File: config.mk
export PLATFORM = sky130hd
export DESIGN_NAME = nrc_back
export DESIGN_NICKNAME = d
export VERILOG_FILES = /design/src/nrc_pkg.sv /design/src/nrc_back.sv
export SDC_FILE = /design/constraint.sdc
export NUM_CORES = 1
export LEC_CHECK = 0
export ABC_AREA = 1
export ABC_CLOCK_PERIOD_IN_PS = 37700
export BUFFER_PORTS_ARGS = -buffer_cell sky130_fd_sc_hd__buf_2
export CORE_MARGIN = 2
export CORE_UTILIZATION = 50
export CTS_CLUSTER_DIAMETER = 100
export DETAILED_ROUTE_END_ITERATION = 10
export PLACE_DENSITY = 0.78
export SETUP_SLACK_MARGIN = 0.15
export SYNTH_ARGS = -nofsm -noshare
export SYNTH_HDL_FRONTEND = slang
export SYNTH_SLANG_ARGS = --single-unit
File: constraint.sdc
create_clock -name i_clk -period 37.7 [get_ports i_clk]
set_input_delay 5.655 -clock i_clk [delete_from_list [all_inputs] [get_ports i_clk]]
set_output_delay 5.655 -clock i_clk [all_outputs]
set_load 0.05 [all_outputs]
File: src/nrc_pkg.sv
// ============================================================================
// nrc_pkg
// Types, register codes and the kernel tap lookup of the convolution block.
// ============================================================================
`timescale 1ns / 1ps
`default_nettype none

package nrc_pkg;

    localparam logic REQ_PIXEL = 1'b0;
    localparam logic REQ_DRAIN = 1'b1;

    localparam logic [2:0] REG_WIDTH  = 3'd0;
    localparam logic [2:0] REG_HEIGHT = 3'd1;
    localparam logic [2:0] REG_K_TOP  = 3'd2;
    localparam logic [2:0] REG_K_MID  = 3'd3;
    localparam logic [2:0] REG_K_BOT  = 3'd4;

    localparam logic [10:0] RST_WIDTH  = 11'd640;
    localparam logic [12:0] RST_HEIGHT = 13'd480;
    localparam logic [23:0] RST_KROW   = 24'h010101;

    localparam logic [12:0] MAX_HEIGHT = 13'd4096;
    localparam logic [7:0]  CHAN_MAX   = 8'd255;
    localparam logic [3:0]  LAST_TAP   = 4'd8;
    localparam logic [4:0]  LAST_DIV   = 5'd19;

    typedef struct packed {
        logic       req_type;
        logic [7:0] red_in;
        logic [7:0] green_in;
        logic [7:0] blue_in;
    } t_in_word;

    typedef struct packed {
        logic [9:0]  out_column;
        logic [11:0] out_row;
        logic [7:0]  red_out;
        logic [7:0]  green_out;
        logic [7:0]  blue_out;
        logic        frame_end;
    } t_out_word;

    typedef struct packed {
        logic [10:0] width;
        logic [12:0] height;
        logic [23:0] k_top;
        logic [23:0] k_mid;
        logic [23:0] k_bot;
    } t_cfg;

    typedef struct packed {
        logic [8:0][23:0] pix;
        logic [8:0]       tap_en;
        logic [9:0]       out_column;
        logic [11:0]      out_row;
        logic             frame_end;
    } t_job;

    function automatic logic signed [7:0] tap_weight(input t_cfg cfg, input logic [3:0] tap);
        logic [7:0] b;
        begin
            case (tap)
                4'd0: b = cfg.k_top[7:0];
                4'd1: b = cfg.k_top[15:8];
                4'd2: b = cfg.k_top[23:16];
                4'd3: b = cfg.k_mid[7:0];
                4'd4: b = cfg.k_mid[15:8];
                4'd5: b = cfg.k_mid[23:16];
                4'd6: b = cfg.k_bot[7:0];
                4'd7: b = cfg.k_bot[15:8];
                4'd8: b = cfg.k_bot[23:16];
                default: b = 8'd0;
            endcase
            tap_weight = $signed(b);
        end
    endfunction

endpackage

`default_nettype wire

File: src/nrc_back.sv
// ============================================================================
// nrc_back
// Weighted tap sum, restoring divide by the weight sum, clamp, result word.
// ============================================================================
`timescale 1ns / 1ps
`default_nettype none

module nrc_back (
    input  wire                i_clk,
    input  wire                i_rst_n,
    input  nrc_pkg::t_cfg      i_cfg,
    input  nrc_pkg::t_job      i_job,
    input  wire                i_job_empty,
    output logic               o_job_pop,
    output nrc_pkg::t_out_word o_data,
    output logic               o_empty,
    input  wire                i_pop
);

    typedef enum logic [2:0] {B_IDLE, B_MAC, B_PREP, B_DIV, B_HOLD} t_state;

    t_state             r_state;
    nrc_pkg::t_job      r_job;
    logic [3:0]         r_tap;
    logic signed [20:0] r_acc [3];
    logic signed [11:0] r_mass;
    logic [10:0]        r_dvs;
    logic [10:0]        r_rem [3];
    logic [19:0]        r_quo [3];
    logic               r_neg [3];
    logic [4:0]         r_cnt;
    nrc_pkg::t_out_word r_out;
    logic               r_out_valid;

    logic signed [7:0]  wt;
    logic [23:0]        p;
    logic signed [16:0] prod [3];
    logic [20:0]        acc_abs [3];
    logic [11:0]        mass_abs;
    logic [11:0]        trial [3];
    logic [7:0]         chan [3];
    logic               out_load;

    always_comb begin
        wt       = nrc_pkg::tap_weight(i_cfg, r_tap);
        p        = r_job.pix[r_tap];
        mass_abs = r_mass[11] ? 12'(-r_mass) : 12'(r_mass);
        for (int c = 0; c < 3; c++) begin
            prod[c]    = wt * $signed({1'b0, p[8*c +: 8]});
            acc_abs[c] = r_acc[c][20] ? 21'(-r_acc[c]) : 21'(r_acc[c]);
            trial[c]   = {r_rem[c], r_quo[c][19]};
            if (r_neg[c]) begin
                chan[c] = 8'd0;
            end else if (r_quo[c][19:8] != 12'd0) begin
                chan[c] = nrc_pkg::CHAN_MAX;
            end else begin
                chan[c] = r_quo[c][7:0];
            end
        end
    end

    assign out_load  = (r_state == B_HOLD) && (!r_out_valid || i_pop);
    assign o_job_pop = (r_state == B_IDLE) && !i_job_empty;
    assign o_data    = r_out;
    assign o_empty   = !r_out_valid;

    always_ff @(posedge i_clk) begin
        if (!i_rst_n) begin
            r_state     <= B_IDLE;
            r_out_valid <= 1'b0;
        end else begin
            if (out_load) begin
                r_out_valid <= 1'b1;
            end else if (i_pop) begin
                r_out_valid <= 1'b0;
            end
            case (r_state)
                B_IDLE: begin
                    if (!i_job_empty) begin
                        r_job  <= i_job;
                        r_tap  <= 4'd0;
                        r_mass <= 12'sd0;
                        for (int c = 0; c < 3; c++) begin
                            r_acc[c] <= 21'sd0;
                        end
                        r_state <= B_MAC;
                    end
                end
                B_MAC: begin
                    if (r_job.tap_en[r_tap]) begin
                        r_mass <= r_mass + {{4{wt[7]}}, wt};
                        for (int c = 0; c < 3; c++) begin
                            r_acc[c] <= r_acc[c] + {{4{prod[c][16]}}, prod[c]};
                        end
                    end
                    r_tap <= r_tap + 4'd1;
                    if (r_tap == nrc_pkg::LAST_TAP) begin
                        r_state <= B_PREP;
                    end
                end
                B_PREP: begin
                    r_dvs <= (r_mass == 12'sd0) ? 11'd1 : mass_abs[10:0];
                    r_cnt <= 5'd0;
                    for (int c = 0; c < 3; c++) begin
                        r_rem[c] <= 11'd0;
                        r_quo[c] <= acc_abs[c][19:0];
                        r_neg[c] <= r_acc[c][20] ^ r_mass[11];
                    end
                    r_state <= B_DIV;
                end
                B_DIV: begin
                    for (int c = 0; c < 3; c++) begin
                        if (trial[c] >= {1'b0, r_dvs}) begin
                            r_rem[c] <= 11'(trial[c] - {1'b0, r_dvs});
                            r_quo[c] <= {r_quo[c][18:0], 1'b1};
                        end else begin
                            r_rem[c] <= trial[c][10:0];
                            r_quo[c] <= {r_quo[c][18:0], 1'b0};
                        end
                    end
                    r_cnt <= r_cnt + 5'd1;
                    if (r_cnt == nrc_pkg::LAST_DIV) begin
                        r_state <= B_HOLD;
                    end
                end
                B_HOLD: begin
                    if (out_load) begin
                        r_out.out_column <= r_job.out_column;
                        r_out.out_row    <= r_job.out_row;
                        r_out.red_out    <= chan[0];
                        r_out.green_out  <= chan[1];
                        r_out.blue_out   <= chan[2];
                        r_out.frame_end  <= r_job.frame_end;
                        r_state          <= B_IDLE;
                    end
                end
                default: r_state <= B_IDLE;
            endcase
        end
    end

endmodule

`default_nettype wire

# --- Word level (Yosys, flattened, before mapping) ---
# Memories as Yosys holds them, arrays and structs flattened.
# Cells that the tools add are included.
# W data, S select, Z words.
totals:
  ff_bits: 331
  output_inout_bits: 49
  ramBits: 159
  memories: 4
  in_bits: 348
memory_table:
  columns: ["name", "words", "width", "rd", "rd_ports_with_merged_regs", "write_ports", "line_no", "rtl"]
  rows:
  - ["r_acc", 3, 21, 3, 0, 3, "nrc_back.sv:25", "logic signed [20:0] r_acc [3];"]
  - ["r_quo", 3, 20, 3, 0, 3, "nrc_back.sv:29", "logic [19:0] r_quo [3];"]
  - ["r_rem", 3, 11, 3, 0, 3, "nrc_back.sv:28", "logic [10:0] r_rem [3];"]
  - ["r_neg", 3, 1, 3, 0, 3, "nrc_back.sv:30", "logic r_neg [3];"]
classes:
  magnitude_cmp: 4
  n_bitwise: 19
  n_reduce_logical: 21
  n_mux: 75
  eq_ne: 18
  mul: 3
  add_sub_neg: 13
op_table:
  columns: ["cell", "n"]
  rows:
  - ["$mux W20", 9]
  - ["$bmux W24 S4", 1]
  - ["$mux W11", 7]
  - ["$pmux W8 S9", 1]
  - ["$add A21 B21 Y21", 3]
  - ["$mux W21", 3]
  - ["$neg A20 Y20", 3]
  - ["$mul A8 B9 Y17", 3]
  - ["$mux W1", 38]
  - ["$ge A12 B11 Y1", 3]
  - ["$reduce_bool A12 Y1", 3]
  - ["$sub A11 B11 Y11", 3]
  - ["$mux W12", 2]
  - ["$mux W24", 1]
  - ["$mux W8", 3]
  - ["$pmux W12 S2", 1]
  - ["$eq A4 B3 Y1 const B", 4]
  - ["$or A1 B1 Y1", 15]
  - ["$pmux W3 S5", 1]
  - ["$add A12 B12 Y12", 1]
  - ["$logic_not A12 Y1", 1]
  - ["$mux W3", 4]
  - ["$neg A11 Y11", 1]
  - ["$ne A2 B2 Y1 const B", 5]
  - ["25 further kinds", 37]

# --- Logic depth before layout (Yosys ltp) ---
# An unclocked memory read counts as a cell.
depth:
  word_depth: 8
  ltp_mapped: 44

# --- Least setup slack after synthesis ---
# OpenSTA, ideal clock, no wires.
synth_timing:
  path_type: "in2reg"
  from: "input i_rst_n"
  to: "register r_job[0] (netlist bit) (enable)"
  arrival_ps: 22621
  slack_ps: 13918
  cell_stages: 2
  required_time_ps: 36539
  n_path_buf: 0
  setup_ps: 1161
  cell_sequence: "clkinv_1 nor3_1"
synth_between:
  elab_chain_cells: 1
synth_rtl:
  columns: ["item", "line_no", "rtl"]
  rows:
  - ["start, declared", "nrc_back.sv:10", "input wire i_rst_n,"]
  - ["$reduce_and A3 Y1 (no source line)", null, null]
  - ["end signal, assigned", "nrc_back.sv:80", "r_job <= i_job;"]
  - ["end, declared", "nrc_back.sv:23", "nrc_pkg::t_job r_job;"]
# Every way passes these cells.
# A chain may end at the register's enable or synchronous reset.

# --- Final worst setup path ---
layout_timing:
  from: "input i_job_empty"
  to: "output o_job_pop"
layout_between:
  elab_chain_cells: 2
layout_rtl:
  columns: ["item", "line_no", "rtl"]
  rows:
  - ["start, declared", "nrc_back.sv:13", "input wire i_job_empty,"]
  - ["$logic_not A1 Y1", null, null]
  - ["$logic_and A1 B1 Y1", "nrc_back.sv:63", "assign o_job_pop = (r_state == B_IDLE) && !i_job_empty;"]
  - ["end, declared", "nrc_back.sv:14", "output logic o_job_pop,"]
# Every way passes these cells.

==> results by group <==
Finish
  – Commonest non-fill, non-tap cell in the layout: nand2_1
  – Most frequent cells in the layout: nand2_1 (766), inv_1 (507), nor2_1 (488)
  – Fin nets: 4780
  – Share of layout cells above drive strength 1: 13.3%
  – Final Util: 57.3%
  – Synthesis-to-layout area growth: 13.4%

Global routing
  – Initial antenna violation count: 16
  – Number of global-route vias before repair: 25800
  – Global route overflow: 0
  – First-pass GRT wire length: 133 mm
  – Largest net degree at the start of global routing: 88
  – GRT Util Overall: 24.4%

Placed design
  – Final GP Congestion: 0.920
  – PortBufs: 372
  – DP Wirelength: 62.6 mm

Critical path
  – Crit path required time: 32.04 ns
  – Startpoint type of the worst setup path: input port
  – Reg2reg end: r_acc[0][20]
  – R2r startpoint: r_tap[0]
  – Reg2reg path depth: 32
  – R2r setup slk: 29.35 ns
  – Setup crit end kind: output port
  – WP data arrival: 6.12 ns
  – CP Class: in -> out
  – CP Max Fanout: 3

Drt
  – Met3 WL: 6.60 mm
  – Routed length on met1: 36.1 mm
  – Met2 wire len: 38.6 mm
  – DR DRC count: 0
  – TritonRoute pass-1 iters: 6
  – Vias/cell: 5.34
  – DR top layer: met5
  – Antenna Nets Post-Route: 0
  – Vias: 26700
  – Initial DRC Count: 2053
  – WL per Instance: 16.8 um
  – Post-Route WL: 83.9 mm

Synth
  – Async SR Flop Fraction: 0%
  – Post-synthesis sequential area ratio: 44.2%
  – Synth warn: 0
  – Post-synth EDFFs: 485
  – Syn avg cell area: 8.94 um2
  – Seq cells post-synth: 490
  – Synth Flop Type: edfxtp_1
  – Mapped Area: 33200 um2
  – Synth Instances: 3715
  – Yosys cell types: 58
  – Synth Net Count: 4420

Clock tree
  – Hold buffer count at CTS: 0
  – Clock slew at reported path FFs: 0.06 ns
  – Clk sinks: 490
  – Postcts setup bufs: 0
  – Htree depth: 2
  – Clk_lat worst skew: 0.63 ns
  – CTS tree: built
  – Clock Path Buffers: 3
  – Clk root buf: clkbuf_16
  – # resized after CTS: 0
  – CTS buffer count: 53

Worst hold path
  – Worst Hold Path Cells: 0
  – Worst hold endpoint: o_data[34]
  – Worst Hold Class: reg -> reg
  – Hold Startpoint: r_job[10]

Timing
  – Period Utilization, post-route: 31.2%
  – Slew @ Worst Pin: 1.15 ns
  – Hold slack: 0.421 ns
  – Slew Limit Fails: 0
  – Skew final: 0.0239 ns
  – Min Clock Period, post-route: 11.78 ns
  – RSZ-0062 raised after global routing: no
  – Max frequency: 0.0849 GHz
  – Hold Vio Cnt, Final: 0
  – Worst rel slew slack: 22.7%
  – Setup TNS: 0 ns
  – Setup violators final: 0

Status
  – Status: finished, final reports clean

Flow run
  – Max Cap Viol: 0

Die
  – Die ar.: 68500 um2
  – Num rows: 94
  – Die Height: 262 um
  – # IOs: 397
  – Starting Density: 50.5%
  – Core Footprint: 65700 um2
  – Die W: 262 um
## worst max-delay path, stage by stage
cell and delay, ns:
buf_2 0.12, nor2_1 0.09, buf_2 0.26
## final cells by class
type	count	area [um2]
Clock inverter	35	380
Inverter	537	2020
Tap cell	864	1080
Fill cell	5643	28100
Antenna cell	8	20.0
Sequential cell	490	14700
Clock buffer	63	1360
Timing Repair Buffer	399	2060
Multi-Input combinational cell	2594	16100
## metal layers
layer | vias to the layer above | global-route usage (%)
li1 | 13100 | -
met1 | 12400 | 32.9
met2 | 963 | 39.0
met3 | 186 | 4.93
met4 | 18 | 8.95
met5 | - | 0
## cell usage after synthesis (all sizes together) (7+ instances only)
master,number,area (um2)
a32oi,8,70.1
edfxtp,485,14600
nor3,33,214
o21ai,241,1210
nand3b,9,67.6
nor2,506,1960
a31oi,17,106
fa,118,2360
o221ai,24,210
nor3b,7,52.6
ha,239,2990
nor4,14,87.6
xor2,82,718
nand3,160,811
xnor2,41,359
o211ai,18,145
nand2,771,2910
a21oi,206,1030
clkbuf,36,135
or2,14,87.6
nand4,22,144
inv,534,2010
a22o,7,61.3
buf,58,349
o21a,11,82.6
o21bai,11,82.6
## through the flow
stage          area [um2]  worst slack [ns]  std cells
2_1_floorplan       33200             13.92       3715
3_3_place_gp        35900             25.59       4884
3_5_place_dp        35900             25.50       4884
4_1_cts             37600             25.92       4982
5_1_grt             37700             25.52       4988
6_report            37700             25.92       4990
## how the worst max path moves through the flow
stage,start,endpoint,slack [ns],cells after the start
after CTS,i_job_empty,o_job_pop,25.92,3
final,i_job_empty,o_job_pop,25.92,3
after floorplan,i_rst_n,r_job[0],13.92,2
after global placement,i_cfg[52],r_acc[0][20],25.59,33
after global routing,i_cfg[52],r_acc[0][18],25.52,32
after detailed placement,i_cfg[52],r_acc[0][20],25.50,33
## state kept, by name (all words and copies together) (netlist names), 3 cells and up
name / cells
r_cnt: 5
r_job: 248
r_acc: 63
r_tap: 4
r_quo: 60
r_neg: 3
r_dvs: 11
r_mass: 12
o_data: 47
r_state: 3
r_rem: 33
## kinds of logic (layout without fill, tap and decap cells)
logic type	after synthesis	in the layout	synth area share, %
other	0	8	0
adders and majority gates	357	357	16.1
xor gates and xnor gates	123	123	3.24
DFF	490	490	44.2
buffers and inverters	631	1034	7.54
AOI/OAI and AO/OA	572	572	9.74
and+or+nand+nor	1542	1542	19.2
Power is not shown: default switching activity piles up to over one toggle a cycle in this logic, so the estimate is an artifact.
