==> src/nrc_pkg.sv <==
// ============================================================================
// nrc_pkg
// Types, register codes and the kernel tap lookup of the convolution block.
// ============================================================================
`timescale 1ns / 1ps
`default_nettype none

package nrc_pkg;

    localparam logic REQ_PIXEL = 1'b0;
    localparam logic REQ_DRAIN = 1'b1;

    localparam logic [2:0] REG_WIDTH  = 3'd0;
    localparam logic [2:0] REG_HEIGHT = 3'd1;
    localparam logic [2:0] REG_K_TOP  = 3'd2;
    localparam logic [2:0] REG_K_MID  = 3'd3;
    localparam logic [2:0] REG_K_BOT  = 3'd4;

    localparam logic [10:0] RST_WIDTH  = 11'd640;
    localparam logic [12:0] RST_HEIGHT = 13'd480;
    localparam logic [23:0] RST_KROW   = 24'h010101;

    localparam logic [12:0] MAX_HEIGHT = 13'd4096;
    localparam logic [7:0]  CHAN_MAX   = 8'd255;
    localparam logic [3:0]  LAST_TAP   = 4'd8;
    localparam logic [4:0]  LAST_DIV   = 5'd19;

    typedef struct packed {
        logic       req_type;
        logic [7:0] red_in;
        logic [7:0] green_in;
        logic [7:0] blue_in;
    } t_in_word;

    typedef struct packed {
        logic [9:0]  out_column;
        logic [11:0] out_row;
        logic [7:0]  red_out;
        logic [7:0]  green_out;
        logic [7:0]  blue_out;
        logic        frame_end;
    } t_out_word;

    typedef struct packed {
        logic [10:0] width;
        logic [12:0] height;
        logic [23:0] k_top;
        logic [23:0] k_mid;
        logic [23:0] k_bot;
    } t_cfg;

    typedef struct packed {
        logic [8:0][23:0] pix;
        logic [8:0]       tap_en;
        logic [9:0]       out_column;
        logic [11:0]      out_row;
        logic             frame_end;
    } t_job;

    function automatic logic signed [7:0] tap_weight(input t_cfg cfg, input logic [3:0] tap);
        logic [7:0] b;
        begin
            case (tap)
                4'd0: b = cfg.k_top[7:0];
                4'd1: b = cfg.k_top[15:8];
                4'd2: b = cfg.k_top[23:16];
                4'd3: b = cfg.k_mid[7:0];
                4'd4: b = cfg.k_mid[15:8];
                4'd5: b = cfg.k_mid[23:16];
                4'd6: b = cfg.k_bot[7:0];
                4'd7: b = cfg.k_bot[15:8];
                4'd8: b = cfg.k_bot[23:16];
                default: b = 8'd0;
            endcase
            tap_weight = $signed(b);
        end
    endfunction

endpackage

`default_nettype wire

==> src/nrc_queue.sv <==
// ============================================================================
// nrc_queue
// Two-entry job queue between the front and the back.
// ============================================================================
`timescale 1ns / 1ps
`default_nettype none

module nrc_queue (
    input  wire           i_clk,
    input  wire           i_rst_n,
    input  wire           i_push,
    input  nrc_pkg::t_job i_job,
    output logic          o_full,
    input  wire           i_pop,
    output nrc_pkg::t_job o_job,
    output logic          o_empty
);

    nrc_pkg::t_job r_slot [2];
    logic          r_wr, r_rd;
    logic [1:0]    r_cnt;
    logic          do_push, do_pop;

    assign o_full  = (r_cnt == 2'd2);
    assign o_empty = (r_cnt == 2'd0);
    assign o_job   = r_slot[r_rd];
    assign do_push = i_push && !o_full;
    assign do_pop  = i_pop && !o_empty;

    always_ff @(posedge i_clk) begin
        if (do_push) begin
            r_slot[r_wr] <= i_job;
        end
    end

    always_ff @(posedge i_clk) begin
        if (!i_rst_n) begin
            r_wr  <= 1'b0;
            r_rd  <= 1'b0;
            r_cnt <= 2'd0;
        end else begin
            if (do_push) begin
                r_wr <= !r_wr;
            end
            if (do_pop) begin
                r_rd <= !r_rd;
            end
            r_cnt <= r_cnt + {1'b0, do_push} - {1'b0, do_pop};
        end
    end

endmodule

`default_nettype wire

==> config.mk <==
export PLATFORM = sky130hd
export DESIGN_NAME = nrc_queue
export DESIGN_NICKNAME = d
export VERILOG_FILES = /design/src/nrc_pkg.sv /design/src/nrc_queue.sv
export SDC_FILE = /design/constraint.sdc
export NUM_CORES = 1
export LEC_CHECK = 0
export BUFFER_PORTS_ARGS = -buffer_cell sky130_fd_sc_hd__buf_2
export CAP_MARGIN = 20
export CORE_MARGIN = 2
export CORE_UTILIZATION = 53
export DETAILED_ROUTE_END_ITERATION = 10
export PLACE_DENSITY = 0.88
export SYNTH_ARGS = -nofsm -noshare
export SYNTH_HDL_FRONTEND = slang
export SYNTH_SLANG_ARGS = --single-unit
==> constraint.sdc <==
create_clock -name i_clk -period 17.15 [get_ports i_clk]
set_input_delay 3.43 -clock i_clk [delete_from_list [all_inputs] [get_ports i_clk]]
set_output_delay 3.43 -clock i_clk [all_outputs]
set_load 0.02 [all_outputs]
After elaboration in Yosys (flattened, before gate mapping)

Memory sizes are Yosys's and may differ from the RTL's. A register that Yosys moved wholly into a read port is not among the register bits.
Index checks and enable logic that the tools add are counted.

Output and inout port bits: 250
Memories kept: 1
Register bits: 4
Logic and storage cells: 18
Input bits: 252
Memory bits (writable): 496

Muxes and demuxes: 4
Equality and inequality tests: 1
$add $sub $neg: 2
Reduce and logical (&&, ||, !) cells: 7

Memories:

| name   | depth | width | read ports | clocked after memory_dff | wr ports | line            | source |
|---|---|---|---|---|---|---|---|
| r_slot | 2     | 248   | 1          | 1                        | 1        | nrc_queue.sv:19 | `nrc_pkg::t_job r_slot [2];` |

Operators with widths:

| kind                                        | number |
|---|---|
| 1-bit logical NOT                           | 4 |
| 1-bit 2-to-1 mux                            | 4 |
| 2-bit by 1-bit adder with 2-bit output      | 1 |
| 2-bit == test, second input constant        | 1 |
| 1-bit logical AND                           | 2 |
| 2-bit logical NOT                           | 1 |
| 2-bit by 1-bit subtractor with 2-bit output | 1 |

Longest topological paths before layout

Gate-level depths: netlist (run 1).

Depth after elaboration: 5
Depth in mapped cells: 8
Gate-level depth less buffers: 8

Worst setup path after synthesis (run 1)

OpenSTA, ideal clock, no wires.

Path type: in2reg
Start point: input i_push
End point: memory r_slot[0][0] (netlist name) (enable)
Stages: 2
Setup time: 0.861 ns
Required time: 16.289 ns
Arrival: 13.798 ns
Setup slack: 2.491 ns
Path buffers: 0
Cells stage by stage: nand2_1 nor2_1

Cells in the longest elaborated chain, start to end: 3

Ends and longest elaborated chain:

| element                                | line            | source |
|---|---|---|
| start: declaration                     | nrc_queue.sv:11 | `input wire i_push,` |
| 1-bit logical AND                      | nrc_queue.sv:27 | `assign do_push = i_push && !o_full;` |
| 1-bit 2-to-1 mux                       | nrc_queue.sv:31 | `if (do_push) begin` |
| 1-bit 2-to-1 mux (implied by the code) | nrc_queue.sv:32 | `r_slot[r_wr] <= i_job;` |
| end: declaration                       | nrc_queue.sv:19 |  |

Every way passes these cells.

==> impl_results.md, run 1 <==
* Status: finished, final reports clean
* Die area at 37400 sq um
* Worst-path cell chain: buf_4, buf_4, mux2_2, buf_2
* Number of global-route vias before repair at 10.2k
* Leading area contributor after synthesis: edfxtp_1
* Worst skew pair latency at 560 ps
* Setup CP Type: flop to output pin
* CTS buffer count at 49
* Leak Pwr at 9.15 nW
* CP endpoint kind: output pin
* Setup Buffers After CTS at 0
* # setup viols final at 0
* Endpoints failing hold at 0
* Crit-path max cell delay at 870 ps
* Area growth, synth to finish at 23.1%
* Synth cell types at 20
* Initial DRT Pass Iterations at 5
* Min Tclk post-route at 7060 ps
* CP Launch Type: flop
* Max Clock Freq at 142 MHz
* Tcrit/Tclk final at 0.412
* Sink Count at 501
* Max cap viols at 0
* Reg2reg path depth at 4
* Worst slew pin tran at 1110 ps
* DRC errors left at 0
* Largest net degree at the start of global routing at 148
* Initial antenna violation count at 9
* Setup TNS at 0 ps
* # hold bufs at CTS at 0
* Slew Limit Fails at 0
* Port Buffer Count at 501
* Average cell area after synthesis at 23.8 sq um
* Core area at 35500 sq um
* Placer congestion estimate at 0.845
* # rows at 69
* Clk pin slew, worst setup/hold paths at 70 ps
* TritonCTS clock tree: yes
* CP dominant cell by count: buf_4
* Dominant cells by area after synthesis: edfxtp_1 (78%), mux2_4 (16%), mux2_2 (2.8%)
* Fill count at 2255
* YS warnings at 0
* Share of layout cells above drive strength 1 at 0.608
* Post_cts resized at 0
* WHS at 521 ps
* Grt ovf at 0
* Hold Crit Class: flop to flop
* Max VDD drop at 142 uV
* Final ANT Viol Nets at 0
* Most common library cell in the layout ignoring fill and taps: buf_2
* DR iter-0 viols at 519
* Arr. time, crit path at 3630 ps
* Worst-path fanout max at 51
* Area share of the largest cell type after synthesis at 0.783
* Root Buffer: clkbuf_16
* Worst path slowest cell: buf_4
* Vias per inst at 5.23
* I/O pins at 502
* Slew Limit Headroom at 0.259
* Worst EP required at 13720 ps
* Syn_nets at 1053
* Total length of routed wires at 40.9 mm
* Seq/Total Area, Yosys at 0.788
* DIE HEIGHT at 193 microns
* Yosys reg bits at 501
* GRT Util Overall at 0.215
* Power per Cell Area at 165 nW/um^2
* Number of cells on the worst hold path at 2
* CTS H-Tree Depth at 2
* Commonest non-fill, non-tap cells in the layout: buf_2 (501), edfxtp_1 (496), mux2_4 (201)
* Post-DP HPWL at 27.4 mm
* Routed WL per cell at 22.3 microns
* RSZ-0062 raised after global routing: no
* First-pass GRT wire length at 60.5 mm
* Post-synthesis cell count at 799
* Die width at 193 microns
* Routed via count at 9582
* Initial core utilization at 0.536
* CTS max path bufs at 3
* Netlist Area Pre-Place at 19000 sq um
* Final #Nets at 1586
* Clk_skew at 15.2 ps
kinds of logic (layout without fill, tap and decap cells):
group                    Yosys count  in the layout  synth area share
other                              0              6                 0
AND/OR/NAND/NOR                   13             13           0.00329
adder cells (fa/ha/maj)            2              2           0.00131
buffers and inverters             31            598            0.0191
flip-flops                       501            501             0.788
multiplexers                     249            249             0.187
AO/OA/AOI/OAI                      1              1          0.000395
XOR/XNOR                           2              2          0.000921
layer usage:
| metal | up-vias | global-route usage | part of all wire |
|---|---|---|---|
| met5 | - | 0 | 0.00093 |
| met4 | 6 | 0.0868 | 0.033 |
| met3 | 92 | 0.0633 | 0.082 |
| met2 | 495 | 0.379 | 0.52 |
| met1 | 4725 | 0.245 | 0.36 |
| li1 | 4264 | - | - |
state kept, by name (all words and copies together), names as in the netlist, named ones only:
| signal | count |
|---|---|
| r_cnt | 2 |
| r_rd | 1 |
| r_slot | 496 |
| r_wr | 1 |
cell usage after synthesis:
cell      instances
and2_1            2
and3_1            1
buf_12            1
buf_2             2
buf_6            14
buf_8            11
dfxtp_1           5
edfxtp_1        496
ha_1              2
inv_1             3
mux2_2           47
mux2_4          201
mux2i_1           1
nand2_1           2
nand2b_1          2
nor2_1            5
nor3_1            1
o21a_1            1
xnor2_1           1
xor2_1            1
metrics by stage:
step	cell area [sq um]	util	setup slack, ps	power, mW	instances
after floorplan	19000	-	2490	2.61	799
after global placement	21900	0.616	10760	2.83	1742
after detailed placement	21900	0.616	10700	2.86	1742
after CTS	23400	0.659	10040	3.90	1827
after global routing	23400	0.660	9920	4.01	1831
final	23400	0.660	10090	3.87	1833
worst max-delay path, delay by kind of cell (launching register included):
kind | cells | cell delay, ps
flops | 1 | 750
mux | 1 | 430
buf+inv | 3 | 1800
power breakdown:
part           internal (mW)  switching [mW]
registers               1.58          0.0715
logic                  0.504           0.682
clock network          0.600           0.430
cell type report:
type / instances / area, sq um / share of cell area
flip-flops and latches: 501 / 15000 / 0.641
multi-input cells: 267 / 3680 / 0.157
repair buffers: 510 / 2590 / 0.111
clock buffers: 57 / 1300 / 0.0555
well taps: 461 / 577 / 0.0246
clock inverters: 28 / 245 / 0.0105
diodes: 6 / 15.0 / 0.000641
inverters: 3 / 11.3 / 0.000481
worst paths after layout:
path / start / end / slack [ps]
max: flop / o_job[235] / 10090
min: r_rd / r_rd / 520
max reg2reg: r_cnt[0] / r_slot[1][34] / 13740
min reg2reg: r_rd / r_rd / 520
Power figures use the tool's default switching activity.
==> inputs of run 2 (changes only) <==
==> constraint.sdc (replaced) <==
create_clock -name i_clk -period 7.15 [get_ports i_clk]
set_input_delay 1.43 -clock i_clk [delete_from_list [all_inputs] [get_ports i_clk]]
set_output_delay 1.43 -clock i_clk [all_outputs]
set_load 0.02 [all_outputs]
==> run 2 against run 1 <==
Compared with the run above:
- die area unchanged
- sequential share of layout area fell by 0.061 points
- cell area is essentially flat
- first-iteration DRC count is 11% higher
- setup slack lost 6700 ps
- total power up 140%
- clock-buffer cell count fell by 1
- cell count fell by 0.11%
- core utilization up 0.063 points
- clock skew rose by 1.5 ps
- non-clock buffer count shrank 3
- clock power up 140%
- critical endpoint is now o_job[228]
==> impl_results.md, run 2 (same netlist as run 1, synthesis figures left out) <==
* Status: finished, final reports clean
* Biggest register: r_slot
* Switching power at 2.81 mW
* First-pass GRT wire length at 57.9 mm
* Final WS setup at 3390 ps
* DIE HEIGHT at 193 microns
* Worst slew pin tran at 1010 ps
* Crit path buffers/inverters at 2
* Vias per inst at 5.17
* Post-placement cell count at 1739
* Initial core utilization at 0.536
* Final #Nets at 1582
* Area growth, synth to finish at 23.2%
* Fill count at 2241
* Port Buffer Count at 501
* Die area at 37400 sq um
* CTS buffer count at 48
* GRT Util Overall at 0.203
* Clk pin slew, worst setup/hold paths at 60 ps
* Power per Cell Area at 395 nW/um^2
* DR iter-0 viols at 574
* Placed cell areas at 21900 sq um
* Worst skew pair latency at 550 ps
* Number of cells on the worst hold path at 2
* Leak Pwr at 9.14 nW
* Worst-path fanout max at 139
* Commonest non-fill, non-tap cells in the layout: buf_2 (501), edfxtp_1 (496), mux2_4 (201)
* Sequential Area at 15000 sq um
* # setup viols final at 0
* # rows at 69
* Post-route core utilization at 0.661
* Largest net degree at the start of global routing at 140
* # hold bufs at CTS at 0
* Die width at 193 microns
* Worst flop-to-flop path endpoint: r_slot[0][7]
* Routed via count at 9463
* Hold Crit Class: flop to flop
* Sw Ratio at 0.303
* Arr. time, crit path at 2330 ps
* Reg2reg path depth at 5
* CP Launch Type: flop
* Root Buffer: clkbuf_16
* Worst reg2reg setup slack at 4350 ps
* Routed WL per cell at 21.4 microns
* I/O pins at 502
* Fin cells at 1831
* Max Clock Freq at 266 MHz
* Min Tclk post-route at 3760 ps
* Worst path slowest cell: buf_12
* Post-DP HPWL at 26.4 mm
* Placer congestion estimate at 0.788
* Final ANT Viol Nets at 0
* Max cap viols at 0
* Max VDD drop at 360 uV
* Max reg flops at 496
* DP Worst Slack at 3480 ps
* RSZ-0062 raised after global routing: no
* Endpoints failing hold at 0
* Tcrit/Tclk final at 0.526
* Slew Limit Headroom at 0.324
* Comb power frac at 0.310
* Hold Crit Start: r_rd
* Setup TNS at 0 ps
* WHS at 530 ps
* Top delay family on crit path: buffers and inverters
* DRC errors left at 0
* Internal Power at 6.45 mW
* Clock power frac at 0.266
* Setup Buffers After CTS at 0
* Worst-path cell chain: buf_12, mux2_2, buf_2
* Share of layout cells above drive strength 1 at 0.608
* CTS max path bufs at 3
* Crit Reg-Reg Startpoint: r_cnt[0]
* Initial antenna violation count at 12
* Setup CP Type: flop to output pin
* Clk_skew at 16.6 ps
* Core area at 35500 sq um
* CTS H-Tree Depth at 2
* Initial DRT Pass Iterations at 4
* CP endpoint kind: output pin
* Sink Count at 501
* Number of global-route vias before repair at 10.1k
* PnR Total Power at 9.25 mW
* Worst EP required at 5720 ps
* Total length of routed wires at 39.2 mm
* Sequential Power Share at 0.423
* Post_cts resized at 0
* Slew Limit Fails at 0
* Grt ovf at 0
* Crit-path max cell delay at 650 ps
* TritonCTS clock tree: yes
* Top Registers: r_slot (496), r_cnt (2)
* Final Instance Area at 23400 sq um
* Most common library cell in the layout ignoring fill and taps: buf_2
* Multi-input gate area at 3680 sq um
-- run 2: cell count changes in the layout (fill, tap and decap cells not counted), moves of 2 or more --
cell and change:
buf_12 +4, buf_4 -7, clkbuf_16 -2, clkinv_1 -2
clkinv_4 +3, diode_2 +2
-- run 2: how the worst max path moves through the flow --
stage,cells after the start,from,end
2_1_floorplan,2,i_push,r_slot[0][0]
3_3_place_gp,5,i_push,r_slot[0][135]
3_5_place_dp,5,i_push,r_slot[0][13]
4_1_cts,3,flop,o_job[228]
5_1_grt,3,flop,o_job[228]
6_report,3,flop,o_job[228]
-- run 2: power groups by stage --
stage | registers (mW) | clock network [mW] | logic (mW)
finish | 3.92 | 2.46 | 2.87
global placement | 3.93 | 0 | 2.84
CTS | 3.92 | 2.52 | 2.90
detailed placement | 3.97 | 0 | 2.88
global route | 3.95 | 2.63 | 3.02
floorplan | 3.98 | 0 | 2.15
-- run 2: tightest hold or removal path: cells and delay by family, from the launching register on --
kind,cells,cell delay [ps]
and+or+nand+nor,1,80
xor gates and xnor gates,1,90
DFF,1,320
-- run 2: area by class of cell --
type,instances,area share
inverters,3,0.000480
multi-input cells,267,0.157
diodes,8,0.000854
clock buffers,56,0.0534
well taps,461,0.0246
repair buffers,507,0.112
flip-flops and latches,501,0.640
clock inverters,28,0.0120
-- run 2: per-layer routing --
| metal | global-route usage | part of all wire | vias up |
|---|---|---|---|
| met5 | 0 | 0.0016 | - |
| met4 | 0.0715 | 0.032 | 10 |
| met2 | 0.366 | 0.53 | 453 |
| met3 | 0.0767 | 0.093 | 88 |
| li1 | - | - | 4252 |
| met1 | 0.219 | 0.34 | 4660 |
==> inputs of run 3 (changes only) <==
--- a/config.mk
+++ b/config.mk
@@ -8,9 +8,9 @@
 export BUFFER_PORTS_ARGS = -buffer_cell sky130_fd_sc_hd__buf_2
 export CAP_MARGIN = 20
 export CORE_MARGIN = 2
-export CORE_UTILIZATION = 53
+export CORE_UTILIZATION = 48
 export DETAILED_ROUTE_END_ITERATION = 10
-export PLACE_DENSITY = 0.88
+export PLACE_DENSITY = 0.85
 export SYNTH_ARGS = -nofsm -noshare
 export SYNTH_HDL_FRONTEND = slang
 export SYNTH_SLANG_ARGS = --single-unit
==> constraint.sdc (replaced) <==
create_clock -name i_clk -period 3.3 [get_ports i_clk]
set_input_delay 0.66 -clock i_clk [delete_from_list [all_inputs] [get_ports i_clk]]
set_output_delay 0.66 -clock i_clk [all_outputs]
set_load 0.02 [all_outputs]
==> run 3 against run 2 <==
Compared with the run above:
- clock skew is 7.0 ps lower
- global-route usage fell by 1.2 points
- core utilization fell by 5.1 points
- routed wire length is 3.2% higher
- combinational power increased by 120%
- cell count rose by 4.2%
- critical endpoint is now o_job[10]
- largest power group unchanged
- highest routed layer unchanged
==> impl_results.md, run 3 (same netlist as run 1, synthesis figures left out) <==
* # setup viols final at 0
* Biggest register: r_slot
* GRT Util Overall at 0.191
* # hold bufs at CTS at 0
* Worst slew pin tran at 863 ps
* CTS H-Tree Depth at 2
* Final #Nets at 1603
* Fill count at 2736
* RSZ-0062 raised after global routing: no
* Initial DRT Pass Iterations at 5
* Grt ovf at 0
* Fin cells at 1908
* Worst-path fanout max at 22
* Status: finished, final reports clean
* Setup Buffers After CTS at 0
* Commonest non-fill, non-tap cells in the layout: buf_2 (501), edfxtp_1 (496), mux2_4 (201)
* DIE HEIGHT at 203 microns
* Max VDD drop at 697 uV
* First-pass GRT wire length at 58.5 mm
* CP endpoint kind: output pin
* Crit path buffers/inverters at 3
* Post-DP HPWL at 28.2 mm
* Endpoints failing hold at 0
* Max Clock Freq at 350 MHz
* Placed cell areas at 22200 sq um
* Slew Limit Headroom at 0.425
* Worst path slowest cell: dfxtp_4
* Worst skew pair latency at 560 ps
* Power per Cell Area at 851 nW/um^2
* Core area at 38900 sq um
* Post_cts resized at 0
* Die area at 41300 sq um
* Routed WL per cell at 21.2 microns
* Root Buffer: clkbuf_16
* Placer congestion estimate at 0.788
* Slew Limit Fails at 0
* Worst EP required at 2640 ps
* Top delay family on crit path: buffers and inverters
* Tcrit/Tclk final at 0.865
* Max reg flops at 496
* Clk pin slew, worst setup/hold paths at 60 ps
* Die width at 203 microns
* Sink Count at 501
* Clk_skew at 9.61 ps
* Crit-path max cell delay at 530 ps
* I/O pins at 502
* Largest net degree at the start of global routing at 133
* PnR Total Power at 20.2 mW
* Min Tclk post-route at 2850 ps
* Number of global-route vias before repair at 9930
* Total length of routed wires at 40.5 mm
* Final Instance Area at 23700 sq um
* Post-route core utilization at 0.610
* Setup CP Type: flop to output pin
* Hold Crit Class: input pin to flop
* Vias per inst at 5.02
* CTS buffer count at 48
* CTS max path bufs at 3
* Port Buffer Count at 501
* TritonCTS clock tree: yes
* DRC errors left at 0
* Share of layout cells above drive strength 1 at 0.612
* Most common library cell in the layout ignoring fill and taps: buf_2
* Routed via count at 9582
* Worst-path cell chain: buf_12, buf_4, mux2_2, buf_2
* Final ANT Viol Nets at 0
* Top Registers: r_slot (496), r_cnt (2)
* CP Launch Type: flop
* Arr. time, crit path at 2190 ps
* # rows at 72
* Area growth, synth to finish at 24.7%
* Leak Pwr at 9.25 nW
* Initial core utilization at 0.489
* Max cap viols at 0
* DR iter-0 viols at 478
* Post-placement cell count at 1817
* Initial antenna violation count at 11
run 3: final timing paths:
kind                   from             to  slack [ps]  cells after the start
setup / recovery       flop      o_job[10]         450                      4
hold / removal    i_job[27]  r_slot[1][27]         280                      1
setup reg to reg   r_cnt[0]  r_slot[1][44]        1090                      3
hold reg to reg        r_rd           r_rd         540                      2
run 3: final cells by class:
cell class / count / area, sq um / area share
Antenna cell: 5 / 12.5 / 0.000527
Tap cell: 518 / 648 / 0.0273
Clock inverter: 26 / 263 / 0.0111
Timing Repair Buffer: 528 / 2840 / 0.119
Inverter: 3 / 11.3 / 0.000474
Sequential cell: 501 / 15000 / 0.632
Clock buffer: 60 / 1270 / 0.0534
Multi-Input combinational cell: 267 / 3700 / 0.156
run 3: power breakdown:
part | switching [mW] | internal, mW
combinational | 3.62 | 2.74
clock | 2.20 | 3.11
sequential | 0.309 | 8.21
run 3: through the flow:
stage	worst slack, ps	hold WS, ps	TNS, ps
2_1_floorplan	-1490	481	-574480
3_3_place_gp	995	498	0
3_5_place_dp	964	517	0
4_1_cts	376	239	0
5_1_grt	345	243	0
6_report	445	284	0
run 3: worst reg2reg max path: cells and delay by family (launching register included):
family / cells / cell delay, ps
flip-flops: 1 / 370
buffers and inverters: 1 / 490
AND/OR/NAND/NOR: 2 / 1010
run 3: layer usage:
layer  wire length [microns]  global-route usage  vias up
li1                        -                   -     4296
met1                   15000               0.220     4751
met2                   20700               0.334      456
met3                    3630              0.0648       69
met4                    1060              0.0660       10
met5                      59                   0        -
